[config.mk]
export PLATFORM = sky130hd
export DESIGN_NAME = glyph_pixel_writer_core_flat
export DESIGN_NICKNAME = d
export VERILOG_FILES = /design/src/design/gpw_pkg.sv /design/src/design/gpw_if.sv /design/src/design/glyph_pixel_writer_core.sv /design/src/design/gpw_front.sv /design/src/design/gpw_queue.sv /design/src/design/gpw_back.sv /design/src/flat_wrapper.sv
export SDC_FILE = /design/constraint.sdc
export NUM_CORES = 1
export LEC_CHECK = 0
export ABC_AREA = 1
export BUFFER_PORTS_ARGS = -buffer_cell sky130_fd_sc_hd__clkbuf_2
export CORE_MARGIN = 2
export CORE_UTILIZATION = 38
export CTS_BUF_LIST = sky130_fd_sc_hd__clkbuf_4
export CTS_CLUSTER_DIAMETER = 200
export CTS_CLUSTER_SIZE = 25
export DETAILED_ROUTE_END_ITERATION = 10
export HOLD_SLACK_MARGIN = 0.1
export PLACE_DENSITY = 0.59
export SLEW_MARGIN = 20
export SYNTH_ARGS = -nofsm -noshare
export SYNTH_HDL_FRONTEND = slang
export SYNTH_HIERARCHICAL = 1
export SYNTH_SLANG_ARGS = --single-unit
[constraint.sdc]
create_clock -name i_clk -period 5.6 [get_ports i_clk]
set_clock_uncertainty 0.05 [all_clocks]
set_input_delay 1.12 -clock i_clk [delete_from_list [all_inputs] [get_ports i_clk]]
set_output_delay 1.12 -clock i_clk [all_outputs]
set_load 0.01 [all_outputs]
[src/design/gpw_pkg.sv]
`timescale 1ns / 1ps
// ----------------------------------------------------------------------------
// gpw_pkg
// Shared widths, types and the 3x5 font table of the glyph pixel writer.
// ----------------------------------------------------------------------------
package gpw_pkg;

    localparam int CODE_W  = 8;
    localparam int X_W     = 10;
    localparam int Y_W     = 9;
    localparam int COLOR_W = 24;
    localparam int ROWS    = 5;
    localparam int COLS    = 3;
    localparam int DOTS    = ROWS * COLS;
    localparam int DOT_W   = $clog2(DOTS);
    localparam int ROW_W   = $clog2(ROWS);
    localparam int COL_W   = $clog2(COLS);

    localparam int GLYPH_ADVANCE_DEF = 4;
    localparam logic [X_W-1:0] CURSOR_MAX = {X_W{1'b1}};

    typedef logic [DOTS-1:0] t_glyph;

    typedef struct packed {
        t_glyph               glyph;
        logic [X_W-1:0]       x;
        logic [Y_W-1:0]       y;
        logic [COLOR_W-1:0]   color;
    } t_job;

    typedef struct packed {
        logic [ROW_W-1:0] row;
        logic [COL_W-1:0] col;
    } t_dot;

    // Top row in the most significant octal digit, left column in bit 2 of a row.
    function automatic t_glyph glyph_bits(input logic [CODE_W-1:0] code);
        t_glyph g;
        case (code)
            8'h30:   g = 15'o75557;
            8'h31:   g = 15'o26227;
            8'h32:   g = 15'o71747;
            8'h33:   g = 15'o71717;
            8'h34:   g = 15'o55711;
            8'h35:   g = 15'o74717;
            8'h36:   g = 15'o74757;
            8'h37:   g = 15'o71222;
            8'h38:   g = 15'o75757;
            8'h39:   g = 15'o75717;
            8'h41:   g = 15'o25755;
            8'h42:   g = 15'o65656;
            8'h45:   g = 15'o74647;
            8'h4A:   g = 15'o11157;
            8'h4C:   g = 15'o44447;
            8'h4E:   g = 15'o57775;
            8'h50:   g = 15'o65644;
            8'h51:   g = 15'o75571;
            8'h53:   g = 15'o74717;
            8'h54:   g = 15'o72222;
            8'h59:   g = 15'o55222;
            8'h3A:   g = 15'o02020;
            8'h3E:   g = 15'o42124;
            default: g = '0;
        endcase
        return g;
    endfunction

    // Map a dot's raster position (0 = top left) to its row and column.
    function automatic t_dot dot_pos(input logic [DOT_W-1:0] p);
        t_dot d;
        case (p) inside
            [4'd0:4'd2]:   d.row = 3'd0;
            [4'd3:4'd5]:   d.row = 3'd1;
            [4'd6:4'd8]:   d.row = 3'd2;
            [4'd9:4'd11]:  d.row = 3'd3;
            default:       d.row = 3'd4;
        endcase
        case (p) inside
            4'd0, 4'd3, 4'd6, 4'd9,  4'd12: d.col = 2'd0;
            4'd1, 4'd4, 4'd7, 4'd10, 4'd13: d.col = 2'd1;
            default:                        d.col = 2'd2;
        endcase
        return d;
    endfunction

endpackage

[src/design/gpw_if.sv]
`timescale 1ns / 1ps
// ----------------------------------------------------------------------------
// gpw_if
// Valid/ready channels for character beats in and pixel beats out.
// ----------------------------------------------------------------------------
interface gpw_char_if;
    logic                         valid;
    logic                         ready;
    logic [gpw_pkg::CODE_W-1:0]   char_code;
    logic                         new_text;
    logic [gpw_pkg::X_W-1:0]      start_x;
    logic [gpw_pkg::Y_W-1:0]      start_y;
    logic [gpw_pkg::COLOR_W-1:0]  color;

    modport source (output valid, char_code, new_text, start_x, start_y, color,
                    input ready);
    modport sink   (input valid, char_code, new_text, start_x, start_y, color,
                    output ready);
endinterface

interface gpw_pix_if;
    logic                         valid;
    logic                         ready;
    logic [gpw_pkg::X_W-1:0]      pix_x;
    logic [gpw_pkg::Y_W-1:0]      pix_y;
    logic [gpw_pkg::COLOR_W-1:0]  pix_color;
    logic                         last_pixel;

    modport source (output valid, pix_x, pix_y, pix_color, last_pixel, input ready);
    modport sink   (input valid, pix_x, pix_y, pix_color, last_pixel, output ready);
endinterface

[src/design/glyph_pixel_writer_core.sv]
`timescale 1ns / 1ps
// ----------------------------------------------------------------------------
// glyph_pixel_writer_core
// 3x5 font character generator: one pixel write beat per lit glyph dot.
// ----------------------------------------------------------------------------
// The first pixel beat of a character passes the job queue, the scanner
// mask and the output register. Throughput: one pixel beat per cycle while
// the pixel sink is ready; the single-dot scanner in the back end emits one
// beat per lit dot (0 to 15). Blank characters are accepted but not queued.
// Reset: synchronous; cursor to column 0, queue and output stage empty.
module glyph_pixel_writer_core #(
    parameter int GLYPH_ADVANCE = gpw_pkg::GLYPH_ADVANCE_DEF
) (
    input  logic      i_clk,
    input  logic      i_rst_n,
    gpw_char_if.sink  i_char,
    gpw_pix_if.source o_pix
);
    import gpw_pkg::*;

    logic q_ready;
    logic push;
    t_job push_job;
    logic q_valid;
    logic pop;
    t_job pop_job;

    gpw_front #(
        .GLYPH_ADVANCE(GLYPH_ADVANCE)
    ) u_front (
        .i_clk     (i_clk),
        .i_rst_n   (i_rst_n),
        .i_char    (i_char),
        .i_q_ready (q_ready),
        .o_push    (push),
        .o_job     (push_job)
    );

    gpw_queue u_queue (
        .i_clk   (i_clk),
        .i_rst_n (i_rst_n),
        .i_push  (push),
        .i_job   (push_job),
        .o_ready (q_ready),
        .i_pop   (pop),
        .o_valid (q_valid),
        .o_job   (pop_job)
    );

    gpw_back u_back (
        .i_clk     (i_clk),
        .i_rst_n   (i_rst_n),
        .i_q_valid (q_valid),
        .i_job     (pop_job),
        .o_pop     (pop),
        .o_pix     (o_pix)
    );

endmodule

[src/design/gpw_front.sv]
`timescale 1ns / 1ps
// ----------------------------------------------------------------------------
// gpw_front
// Accepts character beats, tracks the text cursor and queues lit glyphs.
// ----------------------------------------------------------------------------
module gpw_front #(
    parameter int GLYPH_ADVANCE = gpw_pkg::GLYPH_ADVANCE_DEF
) (
    input  logic          i_clk,
    input  logic          i_rst_n,
    gpw_char_if.sink      i_char,
    input  logic          i_q_ready,
    output logic          o_push,
    output gpw_pkg::t_job o_job
);
    import gpw_pkg::*;

    localparam logic [X_W:0] ADV = (X_W+1)'(GLYPH_ADVANCE);

    logic [X_W-1:0] r_cursor, n_cursor;
    logic [X_W-1:0] base;
    logic [X_W:0]   sum;
    logic           accept;
    t_glyph         glyph;

    assign i_char.ready = i_q_ready;
    assign accept       = i_char.valid && i_char.ready;
    assign base         = i_char.new_text ? i_char.start_x : r_cursor;
    assign sum          = {1'b0, base} + ADV;
    assign glyph        = glyph_bits(i_char.char_code);

    always_comb begin
        n_cursor = r_cursor;
        if (accept) begin
            n_cursor = sum[X_W] ? CURSOR_MAX : sum[X_W-1:0];
        end
    end

    always_ff @(posedge i_clk) begin
        if (!i_rst_n) begin
            r_cursor <= '0;
        end else begin
            r_cursor <= n_cursor;
        end
    end

    // Drop blank glyphs here; only the cursor moves.
    assign o_push      = accept && (glyph != '0);
    assign o_job.glyph = glyph;
    assign o_job.x     = base;
    assign o_job.y     = i_char.start_y;
    assign o_job.color = i_char.color;

    a_cursor_mono: assert property (@(posedge i_clk) disable iff (!i_rst_n)
        accept && !i_char.new_text |=> r_cursor >= $past(r_cursor))
        else $error("cursor moved backward without new text");

endmodule

[src/design/gpw_queue.sv]
`timescale 1ns / 1ps
// ----------------------------------------------------------------------------
// gpw_queue
// Two-entry job queue between the front and the pixel scanner.
// ----------------------------------------------------------------------------
module gpw_queue (
    input  logic          i_clk,
    input  logic          i_rst_n,
    input  logic          i_push,
    input  gpw_pkg::t_job i_job,
    output logic          o_ready,
    input  logic          i_pop,
    output logic          o_valid,
    output gpw_pkg::t_job o_job
);
    import gpw_pkg::*;

    t_job       r_mem [2];
    logic       r_wptr, n_wptr;
    logic       r_rptr, n_rptr;
    logic [1:0] r_count, n_count;
    logic       do_pop;

    assign o_ready = (r_count != 2'd2);
    assign o_valid = (r_count != 2'd0);
    assign o_job   = r_mem[r_rptr];
    assign do_pop  = i_pop && o_valid;

    always_comb begin
        n_wptr  = i_push ? ~r_wptr : r_wptr;
        n_rptr  = do_pop ? ~r_rptr : r_rptr;
        n_count = r_count + 2'(i_push) - 2'(do_pop);
    end

    always_ff @(posedge i_clk) begin
        if (!i_rst_n) begin
            r_wptr  <= 1'b0;
            r_rptr  <= 1'b0;
            r_count <= '0;
        end else begin
            r_wptr  <= n_wptr;
            r_rptr  <= n_rptr;
            r_count <= n_count;
        end
    end

    always_ff @(posedge i_clk) begin
        if (i_push) begin
            r_mem[r_wptr] <= i_job;
        end
    end

    a_no_overflow: assert property (@(posedge i_clk) disable iff (!i_rst_n)
        i_push |-> o_ready)
        else $error("push into full queue");

    a_count_range: assert property (@(posedge i_clk) disable iff (!i_rst_n)
        r_count <= 2'd2)
        else $error("queue count out of range");

endmodule

[src/design/gpw_back.sv]
`timescale 1ns / 1ps
// ----------------------------------------------------------------------------
// gpw_back
// Scans a queued glyph and emits one pixel beat per lit dot.
// ----------------------------------------------------------------------------
module gpw_back (
    input  logic          i_clk,
    input  logic          i_rst_n,
    input  logic          i_q_valid,
    input  gpw_pkg::t_job i_job,
    output logic          o_pop,
    gpw_pix_if.source     o_pix
);
    import gpw_pkg::*;

    logic               r_busy, n_busy;
    t_glyph             r_mask, n_mask;
    logic [X_W-1:0]     r_x;
    logic [Y_W-1:0]     r_y;
    logic [COLOR_W-1:0] r_color;

    logic               r_out_valid, n_out_valid;
    logic [X_W-1:0]     r_pix_x;
    logic [Y_W-1:0]     r_pix_y;
    logic [COLOR_W-1:0] r_pix_color;
    logic               r_last;

    logic [DOT_W-1:0]   top_idx;
    t_dot               dot;
    t_glyph             rest;
    logic               out_free;
    logic               emit;
    logic               done;

    // Highest set bit is the next dot in raster order.
    always_comb begin
        top_idx = '0;
        for (int i = 0; i < DOTS; i++) begin
            if (r_mask[i]) begin
                top_idx = DOT_W'(i);
            end
        end
    end

    assign dot      = dot_pos(DOT_W'(DOTS - 1) - top_idx);
    assign rest     = r_mask & ~(t_glyph'(1) << top_idx);
    assign out_free = !r_out_valid || o_pix.ready;
    assign emit     = r_busy && out_free;
    assign done     = emit && (rest == '0);
    assign o_pop    = (!r_busy || done) && i_q_valid;

    always_comb begin
        n_busy = r_busy;
        n_mask = r_mask;
        if (emit) begin
            n_mask = rest;
            if (done) begin
                n_busy = 1'b0;
            end
        end
        if (o_pop) begin
            n_busy = 1'b1;
            n_mask = i_job.glyph;
        end
    end

    always_comb begin
        n_out_valid = r_out_valid;
        if (emit) begin
            n_out_valid = 1'b1;
        end else if (o_pix.ready) begin
            n_out_valid = 1'b0;
        end
    end

    always_ff @(posedge i_clk) begin
        if (!i_rst_n) begin
            r_busy      <= 1'b0;
            r_out_valid <= 1'b0;
        end else begin
            r_busy      <= n_busy;
            r_out_valid <= n_out_valid;
        end
    end

    always_ff @(posedge i_clk) begin
        r_mask <= n_mask;
        if (o_pop) begin
            r_x     <= i_job.x;
            r_y     <= i_job.y;
            r_color <= i_job.color;
        end
        if (emit) begin
            r_pix_x     <= r_x + X_W'(dot.col);
            r_pix_y     <= r_y + Y_W'(dot.row);
            r_pix_color <= r_color;
            r_last      <= (rest == '0);
        end
    end

    assign o_pix.valid      = r_out_valid;
    assign o_pix.pix_x      = r_pix_x;
    assign o_pix.pix_y      = r_pix_y;
    assign o_pix.pix_color  = r_pix_color;
    assign o_pix.last_pixel = r_last;

    a_busy_mask: assert property (@(posedge i_clk) disable iff (!i_rst_n)
        r_busy |-> (r_mask != '0))
        else $error("scanner busy with empty glyph");

    a_last_ends: assert property (@(posedge i_clk) disable iff (!i_rst_n)
        done && !o_pop |=> !r_busy)
        else $error("scanner still busy after last dot");

endmodule
[src/flat_wrapper.sv]
// flat-port wrapper written by rule: the top's interface ports become plain ports
module glyph_pixel_writer_core_flat import gpw_pkg::*;
#(
    parameter int GLYPH_ADVANCE = gpw_pkg::GLYPH_ADVANCE_DEF
)
  (i_clk, i_rst_n, i_char_valid, i_char_char_code, i_char_new_text, i_char_start_x, i_char_start_y, i_char_color, i_char_ready, o_pix_valid, o_pix_pix_x, o_pix_pix_y, o_pix_pix_color, o_pix_last_pixel, o_pix_ready);
  gpw_char_if i_char_i ();
  gpw_pix_if o_pix_i ();
  input  logic i_clk;
  input  logic i_rst_n;
  input wire logic [$bits(i_char_i.valid)-1:0] i_char_valid;
  input wire logic [$bits(i_char_i.char_code)-1:0] i_char_char_code;
  input wire logic [$bits(i_char_i.new_text)-1:0] i_char_new_text;
  input wire logic [$bits(i_char_i.start_x)-1:0] i_char_start_x;
  input wire logic [$bits(i_char_i.start_y)-1:0] i_char_start_y;
  input wire logic [$bits(i_char_i.color)-1:0] i_char_color;
  output wire logic [$bits(i_char_i.ready)-1:0] i_char_ready;
  output wire logic [$bits(o_pix_i.valid)-1:0] o_pix_valid;
  output wire logic [$bits(o_pix_i.pix_x)-1:0] o_pix_pix_x;
  output wire logic [$bits(o_pix_i.pix_y)-1:0] o_pix_pix_y;
  output wire logic [$bits(o_pix_i.pix_color)-1:0] o_pix_pix_color;
  output wire logic [$bits(o_pix_i.last_pixel)-1:0] o_pix_last_pixel;
  input wire logic [$bits(o_pix_i.ready)-1:0] o_pix_ready;
  assign i_char_i.valid = i_char_valid;
  assign i_char_i.char_code = i_char_char_code;
  assign i_char_i.new_text = i_char_new_text;
  assign i_char_i.start_x = i_char_start_x;
  assign i_char_i.start_y = i_char_start_y;
  assign i_char_i.color = i_char_color;
  assign i_char_ready = i_char_i.ready;
  assign o_pix_valid = o_pix_i.valid;
  assign o_pix_pix_x = o_pix_i.pix_x;
  assign o_pix_pix_y = o_pix_i.pix_y;
  assign o_pix_pix_color = o_pix_i.pix_color;
  assign o_pix_last_pixel = o_pix_i.last_pixel;
  assign o_pix_i.ready = o_pix_ready;
  glyph_pixel_writer_core #(.GLYPH_ADVANCE(GLYPH_ADVANCE)) u_core (.i_clk(i_clk), .i_rst_n(i_rst_n), .i_char(i_char_i), .o_pix(o_pix_i));
endmodule
== Yosys cells after proc, flatten, opt, wreduce, memory -nomap -nowiden ==
Memories as Yosys holds them, arrays and structs flattened. A register that Yosys moved wholly into a read port is not among the register bits.
Index checks and enable logic that the tools add are counted.
Operators by class
  bitwise gates (word level): 4
  $add $sub $neg: 6
  order comparisons: 8
  multipliers: 0
  reduce and logical (&&, ||, !) cells: 25
  divide/modulo/power cells: 0
  shift operators: 1
  eq/ne operators: 33
  muxes and demuxes: 34
Operators with widths (count)
  case mux 15 bit (22 select lines): 1
  equality test 8 x 6 -> 1 bit (second input constant): 12
  equality test 8 x 7 -> 1 bit (second input constant): 11
  2-to-1 mux 15 bit: 2
  2-to-1 mux 4 bit: 7
  2-to-1 mux 3 bit: 8
  2-to-1 mux 10 bit: 2
  equality test 4 bit (second input constant): 4
  bitwise AND 15 bit: 1
  logical NOT 15 bit: 1
  inverter 15 bit: 1
  nonzero test 15 bit: 1
  << shifter 1 x 4 -> 15 bit (first input constant): 1
  equality test 4 x 3 -> 1 bit (second input constant): 3
  adder 10 x 3 -> 11 bit (second input constant): 1
  adder 10 x 2 -> 10 bit: 1
  logical AND 1 bit: 10
  2-to-1 mux 1 bit: 10
  OR reduction 5 bit: 2
  adder 9 x 3 -> 9 bit: 1
  <= comparator 4 bit (second input constant): 2
  2-to-1 mux 2 bit: 4
  nonzero test 2 bit: 4
  equality test 4 x 1 -> 1 bit (second input constant): 1
  other kinds (17): 20
Word-level totals
  RAM bits: 116
  bits in registers: 118
  latch bits: 0
  input bits: 56
  logic and storage cells: 126
  output and inout port bits: 46
  memories kept: 1
  bits in read-only memories: 0
Memory list
  u_core.u_queue.r_mem: depth 2, width 58, rd ports 1, clocked after Yosys merged registers in 1, wr ports 1, line gpw_queue.sv:18  | t_job r_mem [2];

== Depth between registers and ports, before layout ==
  depth in word-level cells: 24
  gate-level depth with buffers: 36
  gate-level depth less buffers: 35

== Hierarchy ==
Netlist, hierarchy kept.
Modules (own cells, without submodules)
  gpw_back: seq. area each 3103.0 um2, cells each 360, area an instance 4499.3 um2, instances 1
  gpw_queue: seq. area each 3583.4 um2, cells each 216, area an instance 4498.1 um2, instances 1
  gpw_front: seq. area each 200.2 um2, cells each 274, area an instance 1610.3 um2, instances 1

== Least setup slack after synthesis ==
Ideal clock, no wire load.
  kind: input to register
  start point: input port i_char_char_code[7]
  end point: memory u_core/u_queue/r_mem[0][0] (netlist name) (enable)
  path slack: 0.578 ns
  setup time: 0.474 ns
  arrival time: 4.498 ns
  cell stages on the path: 12
  data required time: 5.076 ns
  path buffers: 1
  cells stage by stage: inv_1 > nand2_1 > nor2_4 > buf_6 > nand2_1 > nand2_1 > nor2_1 > nand3_1 > nor2_1 > nor2_1 > inv_1 > nor2_1
On the way
  cells in the longest elaborated chain, start to end: 7
  elaborated cells between the ends (all ways): 29
  those cells by class: eq/ne (23); mux (3); reduce/logical (3)
Ends and longest elaborated chain
  from (decl): line flat_wrapper.sv:12  | input wire logic [$bits(i_char_i.char_code)-1:0] i_char_char_code;
  equality test 8 x 7 -> 1 bit / equality test 8 x 6 -> 1 bit (equally long branches): line gpw_pkg.sv:39  | case (code)
  OR reduction 2 bit (no source line)
  case mux 15 bit (22 select lines) (*): line gpw_pkg.sv:39
  nonzero test 15 bit (*): line gpw_front.sv:48  | assign o_push = accept && (glyph != '0);
  logical AND 1 bit (*): line gpw_front.sv:48
  net u_core.push: line glyph_pixel_writer_core.sv:22  | logic push;
  2-to-1 mux 1 bit (*): line gpw_queue.sv:48  | if (i_push) begin
  2-to-1 mux 1 bit (not written as such) (*): line gpw_queue.sv:49  | r_mem[r_wptr] <= i_job;
  to (decl): line gpw_queue.sv:18
Mark *: on every way through the listed nets, which the timed path passes. The rest lies on a longest branch.

== Worst setup path after layout ==
  start point: register u_core.u_back.r_mask[2]
  end point: register u_core.u_back.r_pix_y[8], in the netlist u_core/u_back/o_pix.pix_y[8], data pin
On the way
  cells in the longest elaborated chain, start to end: 21
  elaborated cells between the ends (all ways): 31
  those cells by class: add/sub (2); order compare (8); mux (17); reduce/logical (4)
Ends and longest elaborated chain
  from (decl): line gpw_back.sv:17  | t_glyph r_mask, n_mask;
  from (signal assigned): line gpw_back.sv:87  | r_mask <= n_mask;
  2-to-1 mux 2 bit (*) (2 in series): line gpw_back.sv:39  | if (r_mask[i]) begin
  2-to-1 mux 3 bit (*) (4 in series): line gpw_back.sv:39
  2-to-1 mux 4 bit (*) (7 in series): line gpw_back.sv:39
  subtractor 4 bit (*): line gpw_back.sv:45  | assign dot = dot_pos(DOT_W'(DOTS - 1) - top_idx);
  >= comparator 4 bit (not written as such) / <= comparator 4 bit (equally long branches): line gpw_back.sv:45
  logical AND 1 bit (not written as such): line gpw_back.sv:45
  2-to-1 mux 3 bit (3 in series): line gpw_pkg.sv:71  | case (p) inside
  2-to-1 mux 3 bit (*): line gpw_pkg.sv:71
  adder 9 x 3 -> 9 bit (*): line gpw_back.sv:95  | r_pix_y <= r_y + Y_W'(dot.row);
  to (signal assigned): line gpw_back.sv:95
  to (decl): line gpw_back.sv:24  | logic [Y_W-1:0] r_pix_y;
Mark *: on every way between the ends. The rest lies on a longest branch, timed or not.
A chain may end at the register's enable or synchronous reset.

==> reports/qor.yml <==
status:
  status: "completed"
route:
  dr.pass1.iters: 5
  wl_per_cell_um: 15.4
  num_vias: 6060
  via_per_inst: 4.63
  drt_iter0_markers: 417
  drc: 0
  ant_nets: 0
  routed_wl_um: 20100
yosys:
  synth_common_cells: "218 x edfxtp_1, 156 x nand2_1, 75 x inv_1, 61 x nor2_1, 45 x nand3_1"
  synth_nets: 921
  synth-edff-count: 218
  syn_inst: 850
  synth_warnings: 6
  synth_area_per_cell_um2: 12.5
  synth_area_leaders: "edfxtp_1 62%, nand2_1 5.5%, mux2_2 4.0%"
  ys_types: 47
  synth_most_common_cell: "edfxtp_1"
  synth_ff_type: "edfxtp_1"
  synth-seq-cells: 235
  synth_top_area_share_pct: 61.7
  netlist_area_mm2: 0.0106
  async_flop_share_pct: 0
  ys_seq_area_share_pct: 64.9
  yosysTopAreaCell: "edfxtp_1"
worst_hold_path:
  hold_class: "flop to flop"
  whs_path_depth: 0
die:
  num_io_pins: 102
  rows: 61
  coreArea_mm2: 0.0276
  initial_utilization_pct: 38.4
  fp.dieArea_mm2: 0.0293
  die-width_um: 171
  dieHeight_um: 171
sta:
  fmax_mhz: 242
  finalHoldViolCount: 0
  rsz0062_at_grt: "no"
  finalCritPeriodShare_pct: 73.9
  tns_ns: 0
  tightest_slew_ns: 0.877
  slew_violations: 0
  relSlewSlack_pct: 41.5
  whs_ns: 0.397
  timing.final.ws_setup_ns: 1.46
  setup_viol: 0
  fin_crit_ns: 4.14
power:
  p_leak_nw: 4.56
  total_power_mw: 2.97
  p_per_area_mw_per_mm2: 259
  ir_drop_uv: 124
critical_path:
  crit_fanout: 6
  worstSetupPathType: "flop to flop"
  crit_slowest_cell: "edfxtp_1"
  crit_top_cell: "nand2_1"
  required_ns: 5.98
  slowest_delay_ns: 0.48
  worstSetupPathDepth: 31
  critPathTopFamily: "simple AND/OR/NAND/NOR gates"
  r2r_cells: 31
  cp-start-kind: "flop"
  critPathCaptureType: "flop"
  worstPathArrival_ns: 4.52
  path_buf_inv: 5
clock_network:
  cts-root-buf: "clkbuf_4"
  htreeDepth: 1
  clk_path_buf_depth: 3
  postCtsResizedCells: 0
  clk_latency_ns: 0.62
  cts_hold_buf: 0
  cts_setup_buffers: 0
  cts_sinks: 235
  cts_buffers: 13
  cts_tree: "yes"
  clkTransAtPathRegs_ns: 0.24
placement:
  pre_cts_slack_ns: 1.46
  postPlaceCellArea_mm2: 0.0113
  port_buffers: 101
  gp_congestion: 0.883
  hpwl_um: 14100
grt:
  antenna_found_initial: 1
  grt_use_total_pct: 13.7
  grt_overflow: 0
  grt_max_degree: 45
  grt_pass1_vias: 5899
  grt_pass1_wl_um: 31400
final_layout:
  nFillCells: 2652
  design_area_mm2: 0.0115
  nNetsFinal: 994
  syn_to_final_growth_pct: 7.95
  layout-drive-gt1-share_pct: 26.9
run:
  drv_cap: 0
metal layers:
layer,routed length [um],share of wire (%),track usage [%],vias to the layer above
met2,10000,50,23.9,114
met4,365,1.8,3.57,0
met5,0,0,0,-
met3,692,3.4,1.60,20
met1,9040,45,18.2,2890
li1,-,-,-,3036
report_power, final:
group          switching [mW]  internal, mW  total [mW]
clock                   0.498         0.171       0.668
combinational           0.191        0.0990       0.290
sequential             0.0228          1.98        2.01
sequential cells by signal, summed over array words and instances (netlist names), 2 cells and up, named ones only:
signal	count
u_core/u_queue/r_mem	116
u_core/u_back/o_pix.pix_color	24
u_core/u_back/r_color	24
u_core/u_back/r_mask	15
u_core/u_back/o_pix.pix_x	10
u_core/u_back/r_x	10
u_core/u_front/r_cursor	10
u_core/u_back/o_pix.pix_y	9
u_core/u_back/r_y	9
u_core/u_queue/r_count	2
final cells by class:
| class | count | area, um2 | area share (%) |
|---|---|---|---|
| antenna | 1 | 2.50 | 0.0219 |
| clock buffer | 20 | 150 | 1.31 |
| inverter | 84 | 317 | 2.76 |
| sequential | 235 | 6890 | 60.2 |
| clock inverter | 2 | 20.0 | 0.175 |
| tap | 378 | 473 | 4.13 |
| timing repair buffer | 106 | 556 | 4.85 |
| multi-input combinational | 483 | 3050 | 26.6 |
worst reg2reg max path: cells and delay by family, from the launching register on:
family,cells,cell delay [ns]
AOI/OAI and AO/OA,2,0.40
xor gates and xnor gates,1,0.13
adders and majority gates,3,0.75
buffers and inverters,5,0.48
DFF,1,0.48
and+or+nand+nor,20,1.67
cell families after synthesis:
family	Yosys count	synth area share (%)
compound gates	48	2.67
flops	235	64.9
xor+xnor	16	1.32
simple gates	346	15.9
buf+inv	132	6.44
mux	58	6.86
fa+ha+maj	15	1.91
placed cells by master (no fill, tap or decap), types with 9 or more instances in the layout:
master      n
edfxtp_1  218
nand2_1   156
clkbuf_2  101
inv_1      72
nor2_1     60
nand3_1    45
mux2_2     38
o21ai_0    21
clkbuf_4   20
mux2_4     20
nand2_2    18
nand4_1    16
dfxtp_1    16
a21oi_1    14
ha_1       13
inv_2      12
nor3_1      9
xor2_1      9
final timing paths:
kind,start,to,slack (ns)
max,u_core/u_back/r_mask[2],u_core/u_back/o_pix.pix_y[8],1.46
min,u_core/u_back/r_color[11],u_core/u_back/o_pix.pix_color[11],0.40
max reg2reg,u_core/u_back/r_mask[2],u_core/u_back/o_pix.pix_y[8],1.46
min reg2reg,u_core/u_back/r_color[11],u_core/u_back/o_pix.pix_color[11],0.40
through the flow:
stage	util [%]	std cells
6_report	41.4	1309
5_1_grt	41.4	1309
4_1_cts	41.4	1308
3_5_place_dp	40.8	1286
3_3_place_gp	40.8	1286
2_1_floorplan	-	850
Note: power is estimated with default switching activity, not from simulation.
